==> config.mk <==
export PLATFORM = sky130hd
export DESIGN_NAME = random_biquad_crossfade_filter_flat
export DESIGN_NICKNAME = d
export VERILOG_FILES = /design/src/design/rbcf_pkg.sv /design/src/design/rbcf_stream_if.sv /design/src/design/random_biquad_crossfade_filter.sv /design/src/flat_wrapper.sv
export SDC_FILE = /design/constraint.sdc
export NUM_CORES = 2
export LEC_CHECK = 0
export BUFFER_PORTS_ARGS = -buffer_cell sky130_fd_sc_hd__buf_2
export CAP_MARGIN = 20
export CORE_MARGIN = 5
export CORE_UTILIZATION = 32
export DETAILED_ROUTE_END_ITERATION = 8
export GPL_ROUTABILITY_DRIVEN = 0
export PLACE_DENSITY = 0.46
export REMOVE_ABC_BUFFERS = 1
export SLEW_MARGIN = 40
export SYNTH_ARGS = -nofsm -noshare
export SYNTH_HDL_FRONTEND = slang
export SYNTH_SLANG_ARGS = --single-unit
==> constraint.sdc <==
create_clock -name clk -period 32.1 [get_ports clk]
set_input_delay 6.42 -clock clk [delete_from_list [all_inputs] [get_ports clk]]
set_output_delay 6.42 -clock clk [all_outputs]
set_load 0.05 [all_outputs]
==> src/design/rbcf_pkg.sv <==
// Shared widths, payload structs, register indexes and the microprogram
// of the crossfading biquad. No dependencies.
`timescale 1ns / 1ps

package rbcf_pkg;

  // Field widths
  localparam int SAMPLE_W  = 24;
  localparam int COEF_W    = 17;
  localparam int COEF_FRAC = 16;
  localparam int LEN_W     = 24;
  localparam int CNT_W     = LEN_W + 1;
  localparam int NCOEF     = 5;
  localparam int NCHAN     = 2;

  // Datapath widths
  localparam int MUL_A_W   = LEN_W + 1;
  localparam int MUL_B_W   = COEF_W + 1;
  localparam int PROD_W    = MUL_A_W + MUL_B_W;
  localparam int ACC_W     = PROD_W + 1;
  localparam int NUM_W     = COEF_W + LEN_W;
  localparam int DCNT_W    = $clog2(LEN_W + 1);

  localparam logic [COEF_W-1:0] COEF_ONE  = COEF_W'(2 ** COEF_FRAC);
  localparam logic [COEF_W-1:0] COEF_HALF = COEF_W'(2 ** (COEF_FRAC - 1));

  localparam logic [LEN_W-1:0]  CYCLE_LENGTH_RST    = LEN_W'(24000);
  localparam logic [COEF_W-1:0] SMOOTH_FRACTION_RST = COEF_W'(1966);

  // Configuration register indexes
  typedef logic [1:0] reg_index_t;
  localparam reg_index_t REG_CYCLE_LENGTH    = 2'd0;
  localparam reg_index_t REG_SMOOTH_FRACTION = 2'd1;
  localparam reg_index_t REG_HOST_SYNC       = 2'd2;

  // Coefficient / filter term indexes
  typedef logic [2:0] coef_idx_t;
  localparam coef_idx_t K_A0 = 3'd0;
  localparam coef_idx_t K_A1 = 3'd1;
  localparam coef_idx_t K_A2 = 3'd2;
  localparam coef_idx_t K_B1 = 3'd3;
  localparam coef_idx_t K_B2 = 3'd4;

  // Channel payloads
  typedef struct packed {
    logic signed [SAMPLE_W-1:0] in_left;
    logic signed [SAMPLE_W-1:0] in_right;
    logic [COEF_W-1:0]          next_a0;
    logic [COEF_W-1:0]          next_a1;
    logic [COEF_W-1:0]          next_a2;
    logic [COEF_W-1:0]          next_b1;
    logic [COEF_W-1:0]          next_b2;
    logic                       playback_restart;
    logic [LEN_W-1:0]           samples_to_bar;
  } frame_t;

  typedef struct packed {
    logic signed [SAMPLE_W-1:0] out_left;
    logic signed [SAMPLE_W-1:0] out_right;
    logic [COEF_W-1:0]          coef_a0;
    logic [COEF_W-1:0]          coef_a1;
    logic [COEF_W-1:0]          coef_a2;
    logic [COEF_W-1:0]          coef_b1;
    logic [COEF_W-1:0]          coef_b2;
  } result_t;

  // Datapath operations driven by the control word
  typedef enum logic [4:0] {
    OP_NOP,
    OP_ACCEPT,
    OP_LEN,
    OP_DIV_STEP,
    OP_LOAD,
    OP_SPAN,
    OP_FADE_INIT,
    OP_FMUL_T,
    OP_FMUL_S,
    OP_FSUM,
    OP_FDIV_INIT,
    OP_FSTORE,
    OP_FADE_END,
    OP_FILT_INIT,
    OP_MAC_MUL,
    OP_MAC_ADD,
    OP_ROUND,
    OP_EMIT
  } op_t;

  // Jump conditions
  typedef enum logic [3:0] {
    C_NEXT,
    C_ALWAYS,
    C_NO_REQ,
    C_RUNNING,
    C_NO_RESYNC,
    C_DIV_MORE,
    C_FADE_OFF,
    C_MORE_COEF,
    C_MORE_TERM,
    C_MORE_CH,
    C_OUT_BUSY
  } cond_t;

  // Program addresses
  typedef logic [4:0] pc_t;
  localparam pc_t P_IDLE    = 5'd0;
  localparam pc_t P_CHECK   = 5'd1;
  localparam pc_t P_LEN     = 5'd2;
  localparam pc_t P_MOD     = 5'd3;
  localparam pc_t P_LOAD    = 5'd4;
  localparam pc_t P_SPAN    = 5'd5;
  localparam pc_t P_FADECHK = 5'd6;
  localparam pc_t P_FMUL_T  = 5'd7;
  localparam pc_t P_FMUL_S  = 5'd8;
  localparam pc_t P_FSUM    = 5'd9;
  localparam pc_t P_FDIVI   = 5'd10;
  localparam pc_t P_FDIV    = 5'd11;
  localparam pc_t P_FSTORE  = 5'd12;
  localparam pc_t P_FEND    = 5'd13;
  localparam pc_t P_FILT    = 5'd14;
  localparam pc_t P_MUL     = 5'd15;
  localparam pc_t P_ADD     = 5'd16;
  localparam pc_t P_ROUND   = 5'd17;
  localparam pc_t P_OUT     = 5'd18;
  localparam pc_t P_WRAP    = 5'd19;

  typedef struct packed {
    op_t   op;
    cond_t cond;
    pc_t   target;
  } uword_t;

  // Control store: jump to target when cond holds, else fall through
  function automatic uword_t ucode(input pc_t pc);
    uword_t w;
    case (pc)
      P_IDLE:    w = '{OP_ACCEPT,    C_NO_REQ,    P_IDLE};
      P_CHECK:   w = '{OP_NOP,       C_RUNNING,   P_FADECHK};
      P_LEN:     w = '{OP_LEN,       C_NO_RESYNC, P_LOAD};
      P_MOD:     w = '{OP_DIV_STEP,  C_DIV_MORE,  P_MOD};
      P_LOAD:    w = '{OP_LOAD,      C_NEXT,      P_IDLE};
      P_SPAN:    w = '{OP_SPAN,      C_NEXT,      P_IDLE};
      P_FADECHK: w = '{OP_FADE_INIT, C_FADE_OFF,  P_FILT};
      P_FMUL_T:  w = '{OP_FMUL_T,    C_NEXT,      P_IDLE};
      P_FMUL_S:  w = '{OP_FMUL_S,    C_NEXT,      P_IDLE};
      P_FSUM:    w = '{OP_FSUM,      C_NEXT,      P_IDLE};
      P_FDIVI:   w = '{OP_FDIV_INIT, C_NEXT,      P_IDLE};
      P_FDIV:    w = '{OP_DIV_STEP,  C_DIV_MORE,  P_FDIV};
      P_FSTORE:  w = '{OP_FSTORE,    C_MORE_COEF, P_FMUL_T};
      P_FEND:    w = '{OP_FADE_END,  C_NEXT,      P_IDLE};
      P_FILT:    w = '{OP_FILT_INIT, C_NEXT,      P_IDLE};
      P_MUL:     w = '{OP_MAC_MUL,   C_NEXT,      P_IDLE};
      P_ADD:     w = '{OP_MAC_ADD,   C_MORE_TERM, P_MUL};
      P_ROUND:   w = '{OP_ROUND,     C_MORE_CH,   P_FILT};
      P_OUT:     w = '{OP_EMIT,      C_OUT_BUSY,  P_OUT};
      P_WRAP:    w = '{OP_NOP,       C_ALWAYS,    P_IDLE};
      default:   w = '{OP_NOP,       C_ALWAYS,    P_IDLE};
    endcase
    return w;
  endfunction

endpackage

==> src/design/rbcf_stream_if.sv <==
// Valid/ready stream channel with a typed payload.
// Payload types come from rbcf_pkg at the point of instantiation.
`timescale 1ns / 1ps

interface rbcf_stream_if #(
  parameter type payload_t = logic
) ();
  logic     valid;
  logic     ready;
  payload_t payload;

  modport source (output valid, output payload, input ready);
  modport sink   (input valid, input payload, output ready);
endinterface

==> src/design/random_biquad_crossfade_filter.sv <==
// Stereo direct form I biquad with per-cycle coefficient crossfade.
// Depends on rbcf_pkg and rbcf_stream_if.
`timescale 1ns / 1ps

// One stereo frame is taken per request on frame and gives one request on
// result. A microcoded sequencer runs each frame through one shared
// 25x18 multiplier and a one-bit-per-cycle restoring divider. A frame inside
// the crossfade span adds the crossfade steps, among them five coefficient
// divisions of 17 steps; a cycle-start frame adds the length, load and span
// steps, plus 24 divider steps when a bar resync is taken. The result sits
// in an output register, so the next frame is taken while it waits; the
// sequencer stalls only if a new result is ready before the old one left.
// Configuration writes are to be issued while no frame is in flight.
module random_biquad_crossfade_filter (
  input  logic                clk,
  input  logic                rst,
  input  logic                wr_en,
  input  rbcf_pkg::reg_index_t wr_index,
  input  logic [rbcf_pkg::LEN_W-1:0] wr_data,
  rbcf_stream_if.sink         frame,
  rbcf_stream_if.source       result
);

  localparam int SAMPLE_W  = rbcf_pkg::SAMPLE_W;
  localparam int COEF_W    = rbcf_pkg::COEF_W;
  localparam int COEF_FRAC = rbcf_pkg::COEF_FRAC;
  localparam int LEN_W     = rbcf_pkg::LEN_W;
  localparam int CNT_W     = rbcf_pkg::CNT_W;
  localparam int NCOEF     = rbcf_pkg::NCOEF;
  localparam int NCHAN     = rbcf_pkg::NCHAN;
  localparam int MUL_A_W   = rbcf_pkg::MUL_A_W;
  localparam int MUL_B_W   = rbcf_pkg::MUL_B_W;
  localparam int PROD_W    = rbcf_pkg::PROD_W;
  localparam int ACC_W     = rbcf_pkg::ACC_W;
  localparam int NUM_W     = rbcf_pkg::NUM_W;
  localparam int DCNT_W    = rbcf_pkg::DCNT_W;

  localparam logic [COEF_W-1:0] ONE  = rbcf_pkg::COEF_ONE;
  localparam logic [COEF_W-1:0] HALF = rbcf_pkg::COEF_HALF;
  localparam logic signed [ACC_W-1:0] ROUND_BIAS = ACC_W'(2 ** (COEF_FRAC - 1));
  localparam logic signed [ACC_W-1:0] SAT_HI = ACC_W'(2 ** (SAMPLE_W - 1) - 1);
  localparam logic signed [ACC_W-1:0] SAT_LO = ~SAT_HI;
  localparam logic CH_LAST = 1'b1;

  function automatic logic [COEF_W-1:0] coef_sat(input logic [COEF_W-1:0] v);
    return (v > ONE) ? ONE : v;
  endfunction

  // Sequencer
  rbcf_pkg::pc_t    pc, pc_next;
  rbcf_pkg::uword_t uw;
  logic             taken;

  // Configuration
  logic [LEN_W-1:0]  cycle_length;
  logic [COEF_W-1:0] smooth_fraction;
  logic              host_sync;

  // Filter and crossfade state
  logic signed [CNT_W-1:0] cycle_counter;
  logic signed [CNT_W-1:0] smooth_counter;
  logic [LEN_W-1:0]        smooth_span;
  logic                    resync_pending;
  logic [COEF_W-1:0]       live   [NCOEF];
  logic [COEF_W-1:0]       start  [NCOEF];
  logic [COEF_W-1:0]       target [NCOEF];
  logic signed [SAMPLE_W-1:0] hx1 [NCHAN];
  logic signed [SAMPLE_W-1:0] hx2 [NCHAN];
  logic signed [SAMPLE_W-1:0] hy1 [NCHAN];
  logic signed [SAMPLE_W-1:0] hy2 [NCHAN];

  // Frame registers
  logic signed [SAMPLE_W-1:0] x_in   [NCHAN];
  logic [COEF_W-1:0]          tgt_in [NCOEF];
  logic [COEF_W-1:0]          nxt    [NCOEF];
  logic [LEN_W-1:0]           stb;
  logic                       resync_now;
  logic [LEN_W-1:0]           len_reg;

  // Datapath registers
  rbcf_pkg::coef_idx_t     k, j;
  logic                    ch;
  logic signed [PROD_W-1:0] prod;
  logic [NUM_W-1:0]        num;
  logic signed [ACC_W-1:0] acc;
  logic signed [SAMPLE_W-1:0] y_out [NCHAN];
  logic [LEN_W-1:0]        div_rem, div_bits, div_quot, div_den;
  logic [DCNT_W-1:0]       div_cnt;

  // Output register
  rbcf_pkg::result_t res_q;
  logic              res_valid;

  // Combinational datapath
  logic [LEN_W-1:0]           len_eff, len_sel, fade_s, ss;
  logic [COEF_W-1:0]          frac_sat;
  logic [NUM_W-1:0]           ss_full;
  logic signed [MUL_A_W-1:0]  mul_a;
  logic signed [MUL_B_W-1:0]  mul_b;
  logic signed [PROD_W-1:0]   mul;
  logic signed [SAMPLE_W-1:0] tap;
  logic [LEN_W:0]             trial, diff;
  logic                       ge;
  logic signed [ACC_W-1:0]    rsum, rsh;
  logic signed [SAMPLE_W-1:0] y_sat;
  logic                       accept, out_free, emit_fire;

  assign uw        = rbcf_pkg::ucode(pc);
  assign accept    = frame.valid && (uw.op == rbcf_pkg::OP_ACCEPT) && !rst;
  assign out_free  = !res_valid || result.ready;
  assign emit_fire = (uw.op == rbcf_pkg::OP_EMIT) && out_free;

  // no request is taken while in reset
  assign frame.ready    = (uw.op == rbcf_pkg::OP_ACCEPT) && !rst;
  assign result.valid   = res_valid;
  assign result.payload = res_q;

  assign nxt[rbcf_pkg::K_A0] = frame.payload.next_a0;
  assign nxt[rbcf_pkg::K_A1] = frame.payload.next_a1;
  assign nxt[rbcf_pkg::K_A2] = frame.payload.next_a2;
  assign nxt[rbcf_pkg::K_B1] = frame.payload.next_b1;
  assign nxt[rbcf_pkg::K_B2] = frame.payload.next_b2;

  // Cycle length, fade fraction and fade position
  assign len_eff  = (cycle_length == '0) ? LEN_W'(1) : cycle_length;
  assign frac_sat = coef_sat(smooth_fraction);
  assign len_sel  = resync_now ? div_rem : len_reg;
  assign fade_s   = (smooth_counter[LEN_W-1:0] > smooth_span) ? smooth_span
                                                              : smooth_counter[LEN_W-1:0];
  assign ss_full  = prod[NUM_W-1:0] + NUM_W'(HALF);
  assign ss       = ss_full[COEF_FRAC +: LEN_W];

  // Filter tap for the current term
  always_comb begin
    case (j)
      rbcf_pkg::K_A0: tap = x_in[ch];
      rbcf_pkg::K_A1: tap = hx1[ch];
      rbcf_pkg::K_A2: tap = hx2[ch];
      rbcf_pkg::K_B1: tap = hy1[ch];
      default:        tap = hy2[ch];
    endcase
  end

  // Shared multiplier operand select
  always_comb begin
    case (uw.op)
      rbcf_pkg::OP_LOAD: begin
        mul_a = {1'b0, len_sel};
        mul_b = {1'b0, frac_sat};
      end
      rbcf_pkg::OP_FMUL_T: begin
        mul_a = {1'b0, smooth_span - fade_s};
        mul_b = {1'b0, target[k]};
      end
      rbcf_pkg::OP_FMUL_S: begin
        mul_a = {1'b0, fade_s};
        mul_b = {1'b0, start[k]};
      end
      default: begin
        mul_a = {tap[SAMPLE_W-1], tap};
        mul_b = {1'b0, live[j]};
      end
    endcase
  end

  assign mul = mul_a * mul_b;

  // Restoring divider step
  assign trial = {div_rem, div_bits[LEN_W-1]};
  assign ge    = trial >= {1'b0, div_den};
  assign diff  = trial - {1'b0, div_den};

  // Round half up and saturate
  assign rsum = acc + ROUND_BIAS;
  assign rsh  = rsum >>> COEF_FRAC;
  always_comb begin
    if (rsh > SAT_HI) begin
      y_sat = SAT_HI[SAMPLE_W-1:0];
    end else if (rsh < SAT_LO) begin
      y_sat = SAT_LO[SAMPLE_W-1:0];
    end else begin
      y_sat = rsh[SAMPLE_W-1:0];
    end
  end

  // Jump condition and next step
  always_comb begin
    case (uw.cond)
      rbcf_pkg::C_NEXT:      taken = 1'b0;
      rbcf_pkg::C_ALWAYS:    taken = 1'b1;
      rbcf_pkg::C_NO_REQ:    taken = !frame.valid;
      rbcf_pkg::C_RUNNING:   taken = !cycle_counter[CNT_W-1] && (cycle_counter != '0);
      rbcf_pkg::C_NO_RESYNC: taken = !resync_pending;
      rbcf_pkg::C_DIV_MORE:  taken = (div_cnt != DCNT_W'(1));
      rbcf_pkg::C_FADE_OFF:  taken = smooth_counter[CNT_W-1];
      rbcf_pkg::C_MORE_COEF: taken = (k != rbcf_pkg::K_B2);
      rbcf_pkg::C_MORE_TERM: taken = (j != rbcf_pkg::K_B2);
      rbcf_pkg::C_MORE_CH:   taken = (ch != CH_LAST);
      rbcf_pkg::C_OUT_BUSY:  taken = !out_free;
      default:               taken = 1'b0;
    endcase
    pc_next = taken ? uw.target : pc + rbcf_pkg::pc_t'(1);
  end

  // Step counter, configuration and architectural state
  always_ff @(posedge clk) begin
    if (rst) begin
      pc              <= rbcf_pkg::P_IDLE;
      cycle_length    <= rbcf_pkg::CYCLE_LENGTH_RST;
      smooth_fraction <= rbcf_pkg::SMOOTH_FRACTION_RST;
      host_sync       <= 1'b1;
      cycle_counter   <= CNT_W'(1);
      smooth_counter  <= CNT_W'(1);
      smooth_span     <= LEN_W'(1);
      resync_pending  <= 1'b1;
      res_valid       <= 1'b0;
      for (int i = 0; i < NCOEF; i++) begin
        live[i]   <= HALF;
        start[i]  <= '0;
        target[i] <= '0;
      end
      for (int c = 0; c < NCHAN; c++) begin
        hx1[c] <= '0;
        hx2[c] <= '0;
        hy1[c] <= '0;
        hy2[c] <= '0;
      end
    end else begin
      pc <= pc_next;

      if (wr_en) begin
        case (wr_index)
          rbcf_pkg::REG_CYCLE_LENGTH:    cycle_length    <= wr_data;
          rbcf_pkg::REG_SMOOTH_FRACTION: smooth_fraction <= wr_data[COEF_W-1:0];
          rbcf_pkg::REG_HOST_SYNC:       host_sync       <= wr_data[0];
          default: ;
        endcase
      end

      if (emit_fire) begin
        res_valid <= 1'b1;
      end else if (result.ready) begin
        res_valid <= 1'b0;
      end

      case (uw.op)
        rbcf_pkg::OP_ACCEPT: begin
          if (accept) begin
            // with host sync set, restart forces the counter to zero before the decrement
            cycle_counter  <= ((host_sync && frame.payload.playback_restart) ? '0
                                                                            : cycle_counter)
                              - CNT_W'(1);
            resync_pending <= host_sync && (resync_pending || frame.payload.playback_restart);
          end
        end
        rbcf_pkg::OP_LEN: begin
          resync_pending <= 1'b0;
        end
        rbcf_pkg::OP_LOAD: begin
          cycle_counter <= {1'b0, len_sel};
          for (int i = 0; i < NCOEF; i++) begin
            start[i]  <= live[i];
            target[i] <= tgt_in[i];
          end
        end
        rbcf_pkg::OP_SPAN: begin
          smooth_counter <= {1'b0, ss};
          smooth_span    <= (ss == '0) ? LEN_W'(1) : ss;
        end
        rbcf_pkg::OP_FSTORE: begin
          live[k] <= div_quot[COEF_W-1:0];
        end
        rbcf_pkg::OP_FADE_END: begin
          smooth_counter <= smooth_counter - CNT_W'(1);
        end
        rbcf_pkg::OP_ROUND: begin
          hx2[ch] <= hx1[ch];
          hx1[ch] <= x_in[ch];
          hy2[ch] <= hy1[ch];
          hy1[ch] <= y_sat;
        end
        default: ;
      endcase
    end
  end

  // Datapath registers
  always_ff @(posedge clk) begin
    case (uw.op)
      rbcf_pkg::OP_ACCEPT: begin
        if (accept) begin
          x_in[0] <= frame.payload.in_left;
          x_in[1] <= frame.payload.in_right;
          stb     <= frame.payload.samples_to_bar;
          ch      <= 1'b0;
          for (int i = 0; i < NCOEF; i++) begin
            tgt_in[i] <= coef_sat(nxt[i]);
          end
        end
      end
      rbcf_pkg::OP_LEN: begin
        // set up samples_to_bar modulo length
        len_reg    <= len_eff;
        resync_now <= resync_pending;
        div_rem    <= '0;
        div_bits   <= stb;
        div_den    <= len_eff;
        div_cnt    <= DCNT_W'(LEN_W);
      end
      rbcf_pkg::OP_DIV_STEP: begin
        div_rem  <= ge ? diff[LEN_W-1:0] : trial[LEN_W-1:0];
        div_bits <= {div_bits[LEN_W-2:0], 1'b0};
        div_quot <= {div_quot[LEN_W-2:0], ge};
        div_cnt  <= div_cnt - DCNT_W'(1);
      end
      rbcf_pkg::OP_LOAD: begin
        prod <= mul;
      end
      rbcf_pkg::OP_FADE_INIT: begin
        k <= rbcf_pkg::K_A0;
      end
      rbcf_pkg::OP_FMUL_T: begin
        prod <= mul;
      end
      rbcf_pkg::OP_FMUL_S: begin
        num  <= prod[NUM_W-1:0] + NUM_W'(smooth_span >> 1);
        prod <= mul;
      end
      rbcf_pkg::OP_FSUM: begin
        num <= num + prod[NUM_W-1:0];
      end
      rbcf_pkg::OP_FDIV_INIT: begin
        // quotient fits in COEF_W bits, so the top bits start as remainder
        div_rem  <= num[NUM_W-1:COEF_W];
        div_bits <= {num[COEF_W-1:0], {(LEN_W - COEF_W){1'b0}}};
        div_den  <= smooth_span;
        div_cnt  <= DCNT_W'(COEF_W);
      end
      rbcf_pkg::OP_FSTORE: begin
        k <= k + rbcf_pkg::coef_idx_t'(1);
      end
      rbcf_pkg::OP_FILT_INIT: begin
        acc <= '0;
        j   <= rbcf_pkg::K_A0;
      end
      rbcf_pkg::OP_MAC_MUL: begin
        prod <= mul;
      end
      rbcf_pkg::OP_MAC_ADD: begin
        // feedforward terms add, feedback terms subtract
        acc <= (j < rbcf_pkg::K_B1) ? acc + ACC_W'(prod) : acc - ACC_W'(prod);
        j   <= j + rbcf_pkg::coef_idx_t'(1);
      end
      rbcf_pkg::OP_ROUND: begin
        y_out[ch] <= y_sat;
        ch        <= ch + 1'b1;
      end
      rbcf_pkg::OP_EMIT: begin
        if (emit_fire) begin
          res_q.out_left  <= y_out[0];
          res_q.out_right <= y_out[1];
          res_q.coef_a0   <= live[rbcf_pkg::K_A0];
          res_q.coef_a1   <= live[rbcf_pkg::K_A1];
          res_q.coef_a2   <= live[rbcf_pkg::K_A2];
          res_q.coef_b1   <= live[rbcf_pkg::K_B1];
          res_q.coef_b2   <= live[rbcf_pkg::K_B2];
        end
      end
      default: ;
    endcase
  end

endmodule

==> src/flat_wrapper.sv <==
// flat-port wrapper written by rule: the top's interface ports become plain ports
module random_biquad_crossfade_filter_flat 
  (clk, rst, wr_en, wr_index, wr_data, frame_valid, frame_payload, frame_ready, result_valid, result_payload, result_ready);
  rbcf_stream_if #(.payload_t(rbcf_pkg::frame_t)) frame_i ();
  rbcf_stream_if #(.payload_t(rbcf_pkg::result_t)) result_i ();
  input  logic clk;
  input  logic rst;
  input  logic wr_en;
  input  rbcf_pkg::reg_index_t wr_index;
  input  logic [rbcf_pkg::LEN_W-1:0] wr_data;
  input wire logic [$bits(frame_i.valid)-1:0] frame_valid;
  input wire logic [$bits(frame_i.payload)-1:0] frame_payload;
  output wire logic [$bits(frame_i.ready)-1:0] frame_ready;
  output wire logic [$bits(result_i.valid)-1:0] result_valid;
  output wire logic [$bits(result_i.payload)-1:0] result_payload;
  input wire logic [$bits(result_i.ready)-1:0] result_ready;
  assign frame_i.valid = frame_valid;
  assign frame_i.payload = frame_payload;
  assign frame_ready = frame_i.ready;
  assign result_valid = result_i.valid;
  assign result_payload = result_i.payload;
  assign result_i.ready = result_ready;
  random_biquad_crossfade_filter u_core (.clk(clk), .rst(rst), .wr_en(wr_en), .wr_index(wr_index), .wr_data(wr_data), .frame(frame_i), .result(result_i));
endmodule
==> impl_metrics.tcl <==
set metrics [dict create \
    status "finished clean" \
    period_needed_ps 13880 \
    finalNetCount 7882 \
    final_design_utilization_pct 36.81 \
    core_um2 233000 \
    postCtsResizedCells 0 \
    clock_tree.buffer_depth 3 \
    design_area_um2 85760 \
    number_of_filler_cells_placed_in_the_layout 23150 \
    cts.sinks 1234 \
    largest_register_ffs 136 \
    slew_headroom_pct 35.93 \
    post_synth.cell_area_avg_um2 11.18 \
    critical_path.slowest_cell "sky130_fd_sc_hd__nor4b_1" \
    syn_area_um2 74970 \
    fmax_mhz 72.07 \
    yosysTopAreaCellShare_pct 43.66 \
    timing_max_transition_violations_final 0 \
    fp.dieH_um 494.0 \
    async_reset_ff_share_pct 0 \
    timing.critical_path.cells "buf_4 -> nor4b_1 -> buf_2" \
    largest_stage_delay_on_the_critical_path_ps 420 \
    grt.overflow.total 0 \
    dr_total_vias 52520 \
    hold_path_startpoint "u_core.y_out[0][4]$_DFFE_PP_" \
    worst_clock_skew_ps 50.27 \
    cts_tree "built" \
    post_synth_num_cell_types 94 \
    path_clk_slew_ps 60 \
    largest_net_degree_at_the_start_of_global_routing 116 \
    htree_levels 4 \
    clk_latency_ps 820 \
    cts-buffers-inserted 149 \
    setup_viol 0 \
    cp_top_family "buffers and inverters" \
    seq_area_frac_synth_pct 47.50 \
    rows 177 \
    grt_first_pass_wirelength_um 361200 \
    yosys_register_bits 1234 \
    clk_root_buf "sky130_fd_sc_hd__clkbuf_16" \
    setup.reg_to_reg.worst_slack_ps 20220 \
    grt_pass1_vias 53190 \
    layout.cells.non_filler 10250 \
    floorplan.die_area_um2 244100 \
    postSynth.topFlopCell "sky130_fd_sc_hd__edfxtp_1" \
    final_layout_size_suffix_gt1_share_pct 13.30 \
    die_w_um 494.0 \
    post-dp-hpwl_um 182600 \
    critical_path.endpoint_type "output port" \
    first_pass_iters 6 \
    grt_setup_unrepaired "no" \
    top_register_by_number_of_flip_flops "u_core.live" \
    io_pins 324 \
    antenna_violations_before_repair 23 \
    timing.final.hold_violations 0 \
    fin_tns_setup_ps 0 \
    layout_commonest_cell "sky130_fd_sc_hd__edfxtp_1" \
    cap_violations 0 \
    timing.setup.critical_path_class "input pin to output port" \
    critical_path_required_ps 25680 \
    numPlacedInstances 9971 \
    post-route-drc-count 0 \
    timing.critical_path.buf_inv 2 \
    placed_cell_area_um2 80680 \
    synth_top_cells_by_area "sky130_fd_sc_hd__edfxtp_1, sky130_fd_sc_hd__fa_1, sky130_fd_sc_hd__ha_1" \
    timing_worst_slew_pin_value_ps 956.6 \
    yosysWarnings 0 \
    worstPathArrival_ps 7460 \
    hold_class "register to register" \
    area_growth_syn_to_layout_pct 14.39 \
    cts_hold_buf 0 \
    via_per_inst 5.124 \
    whs_endpoint "result_payload[113]$_DFFE_PP_" \
    port_buffers 323 \
    ant_nets 0 \
    synth_cells 6704 \
    route.final.wire_length_um 247800 \
    worst_r2r_startpoint "u_core.smooth_span[1]$_SDFFE_PP0N_" \
    layout_worst_path_cycle_share_pct 43.22 \
    r2r-end "u_core.prod[40]$_DFFE_PP_" \
    worstPathMaxFanout 40 \
    worst_r2r_path_depth 39 \
    grt_util_all_layers_pct 19.91 \
    min_path_cells 0 \
    synth_largest_area_cell "sky130_fd_sc_hd__edfxtp_1" \
    detail_route.iter0.violations 4107 \
    wl_per_cell_um 24.17 \
    startpoint_type "input pin" \
    commonest_non_fill_non_tap_cells_in_the_layout "sky130_fd_sc_hd__edfxtp_1, sky130_fd_sc_hd__nor2_1, sky130_fd_sc_hd__inv_1, sky130_fd_sc_hd__nand2_1, sky130_fd_sc_hd__fa_1" \
    post_cts.repair.setup_buffers 0 \
    count_of_flip_flops_with_a_built_in_enable_after_synthesis 1090 \
    starting_density_of_the_core_pct 32.18 \
]
-- cells in the mapped netlist, types with 25 or more instances --
cell type	number
sky130_fd_sc_hd__nand2b_1	93
sky130_fd_sc_hd__or2_2	44
sky130_fd_sc_hd__nand3b_1	25
sky130_fd_sc_hd__nor3_1	65
sky130_fd_sc_hd__nand2_1	543
sky130_fd_sc_hd__a211oi_1	45
sky130_fd_sc_hd__mux4_2	69
sky130_fd_sc_hd__a21oi_1	272
sky130_fd_sc_hd__o22ai_1	35
sky130_fd_sc_hd__a31oi_1	56
sky130_fd_sc_hd__and2_1	279
sky130_fd_sc_hd__mux2_2	60
sky130_fd_sc_hd__edfxtp_1	1090
sky130_fd_sc_hd__or3_1	31
sky130_fd_sc_hd__mux2i_1	189
sky130_fd_sc_hd__o21bai_1	27
sky130_fd_sc_hd__nand3_1	76
sky130_fd_sc_hd__inv_1	658
sky130_fd_sc_hd__dfxtp_1	144
sky130_fd_sc_hd__nor2_1	669
sky130_fd_sc_hd__o21ai_0	198
sky130_fd_sc_hd__buf_2	28
sky130_fd_sc_hd__ha_1	280
sky130_fd_sc_hd__nor4_1	49
sky130_fd_sc_hd__nor2b_1	156
sky130_fd_sc_hd__o31ai_1	25
sky130_fd_sc_hd__xnor2_1	156
sky130_fd_sc_hd__nand4_1	31
sky130_fd_sc_hd__a21o_1	106
sky130_fd_sc_hd__and3_1	54
sky130_fd_sc_hd__fa_1	420
sky130_fd_sc_hd__buf_1	25
sky130_fd_sc_hd__clkbuf_1	255
sky130_fd_sc_hd__o21a_1	58
sky130_fd_sc_hd__a22oi_1	36
sky130_fd_sc_hd__xor2_1	82
-- per-stage QoR --
stage / hold slack [ps] / setup WS, ps
floorplan: 400.3 / 17540
global route: 420.8 / 18130
CTS: 415.1 / 18230
global placement: 402.8 / 18220
detailed placement: 404.5 / 18240
finish: 410.7 / 18220
-- layer usage --
layer	wire length [um]	global-route usage (%)	share of wire [%]
met1	111700	27.64	45
met2	112700	31.73	45
met3	14300	3.101	5.8
met4	9143	6.912	3.7
met5	13	0	0.0052
-- cell type report --
cell class              count  area [um2]  share of cell area, %
diodes                      6       15.01                0.01751
clock buffers             186        3971                  4.631
clock inverters            84       988.4                  1.153
inverters                 663        2496                  2.911
multi-input cells        4494       36050                  42.04
flip-flops and latches   1234       35620                  41.54
well taps                3132        3919                  4.570
repair buffers            451        2696                  3.144
-- how the worst max path moves through the flow --
stage               slack, ps  depth (start not counted)  start          end
floorplan               17540                          1    rst  frame_ready
global placement        18220                          3    rst  frame_ready
detailed placement      18240                          3    rst  frame_ready
CTS                     18230                          3    rst  frame_ready
global route            18130                          3    rst  frame_ready
finish                  18220                          3    rst  frame_ready
-- kinds of logic (layout without fill, tap and decap cells) --
group | count (synthesis) | count (layout) | share of synthesized area, %
other cells | 0 | 6 | 0
compound gates | 1065 | 1065 | 9.284
flops | 1234 | 1234 | 47.50
simple gates | 2173 | 2173 | 14.08
buf+inv | 976 | 1384 | 4.963
mux | 318 | 318 | 5.497
fa+ha+maj | 700 | 700 | 15.89
xor+xnor | 238 | 238 | 2.780
Power is not shown: default switching activity piles up to over one toggle a cycle in this logic, so the estimate is an artifact.
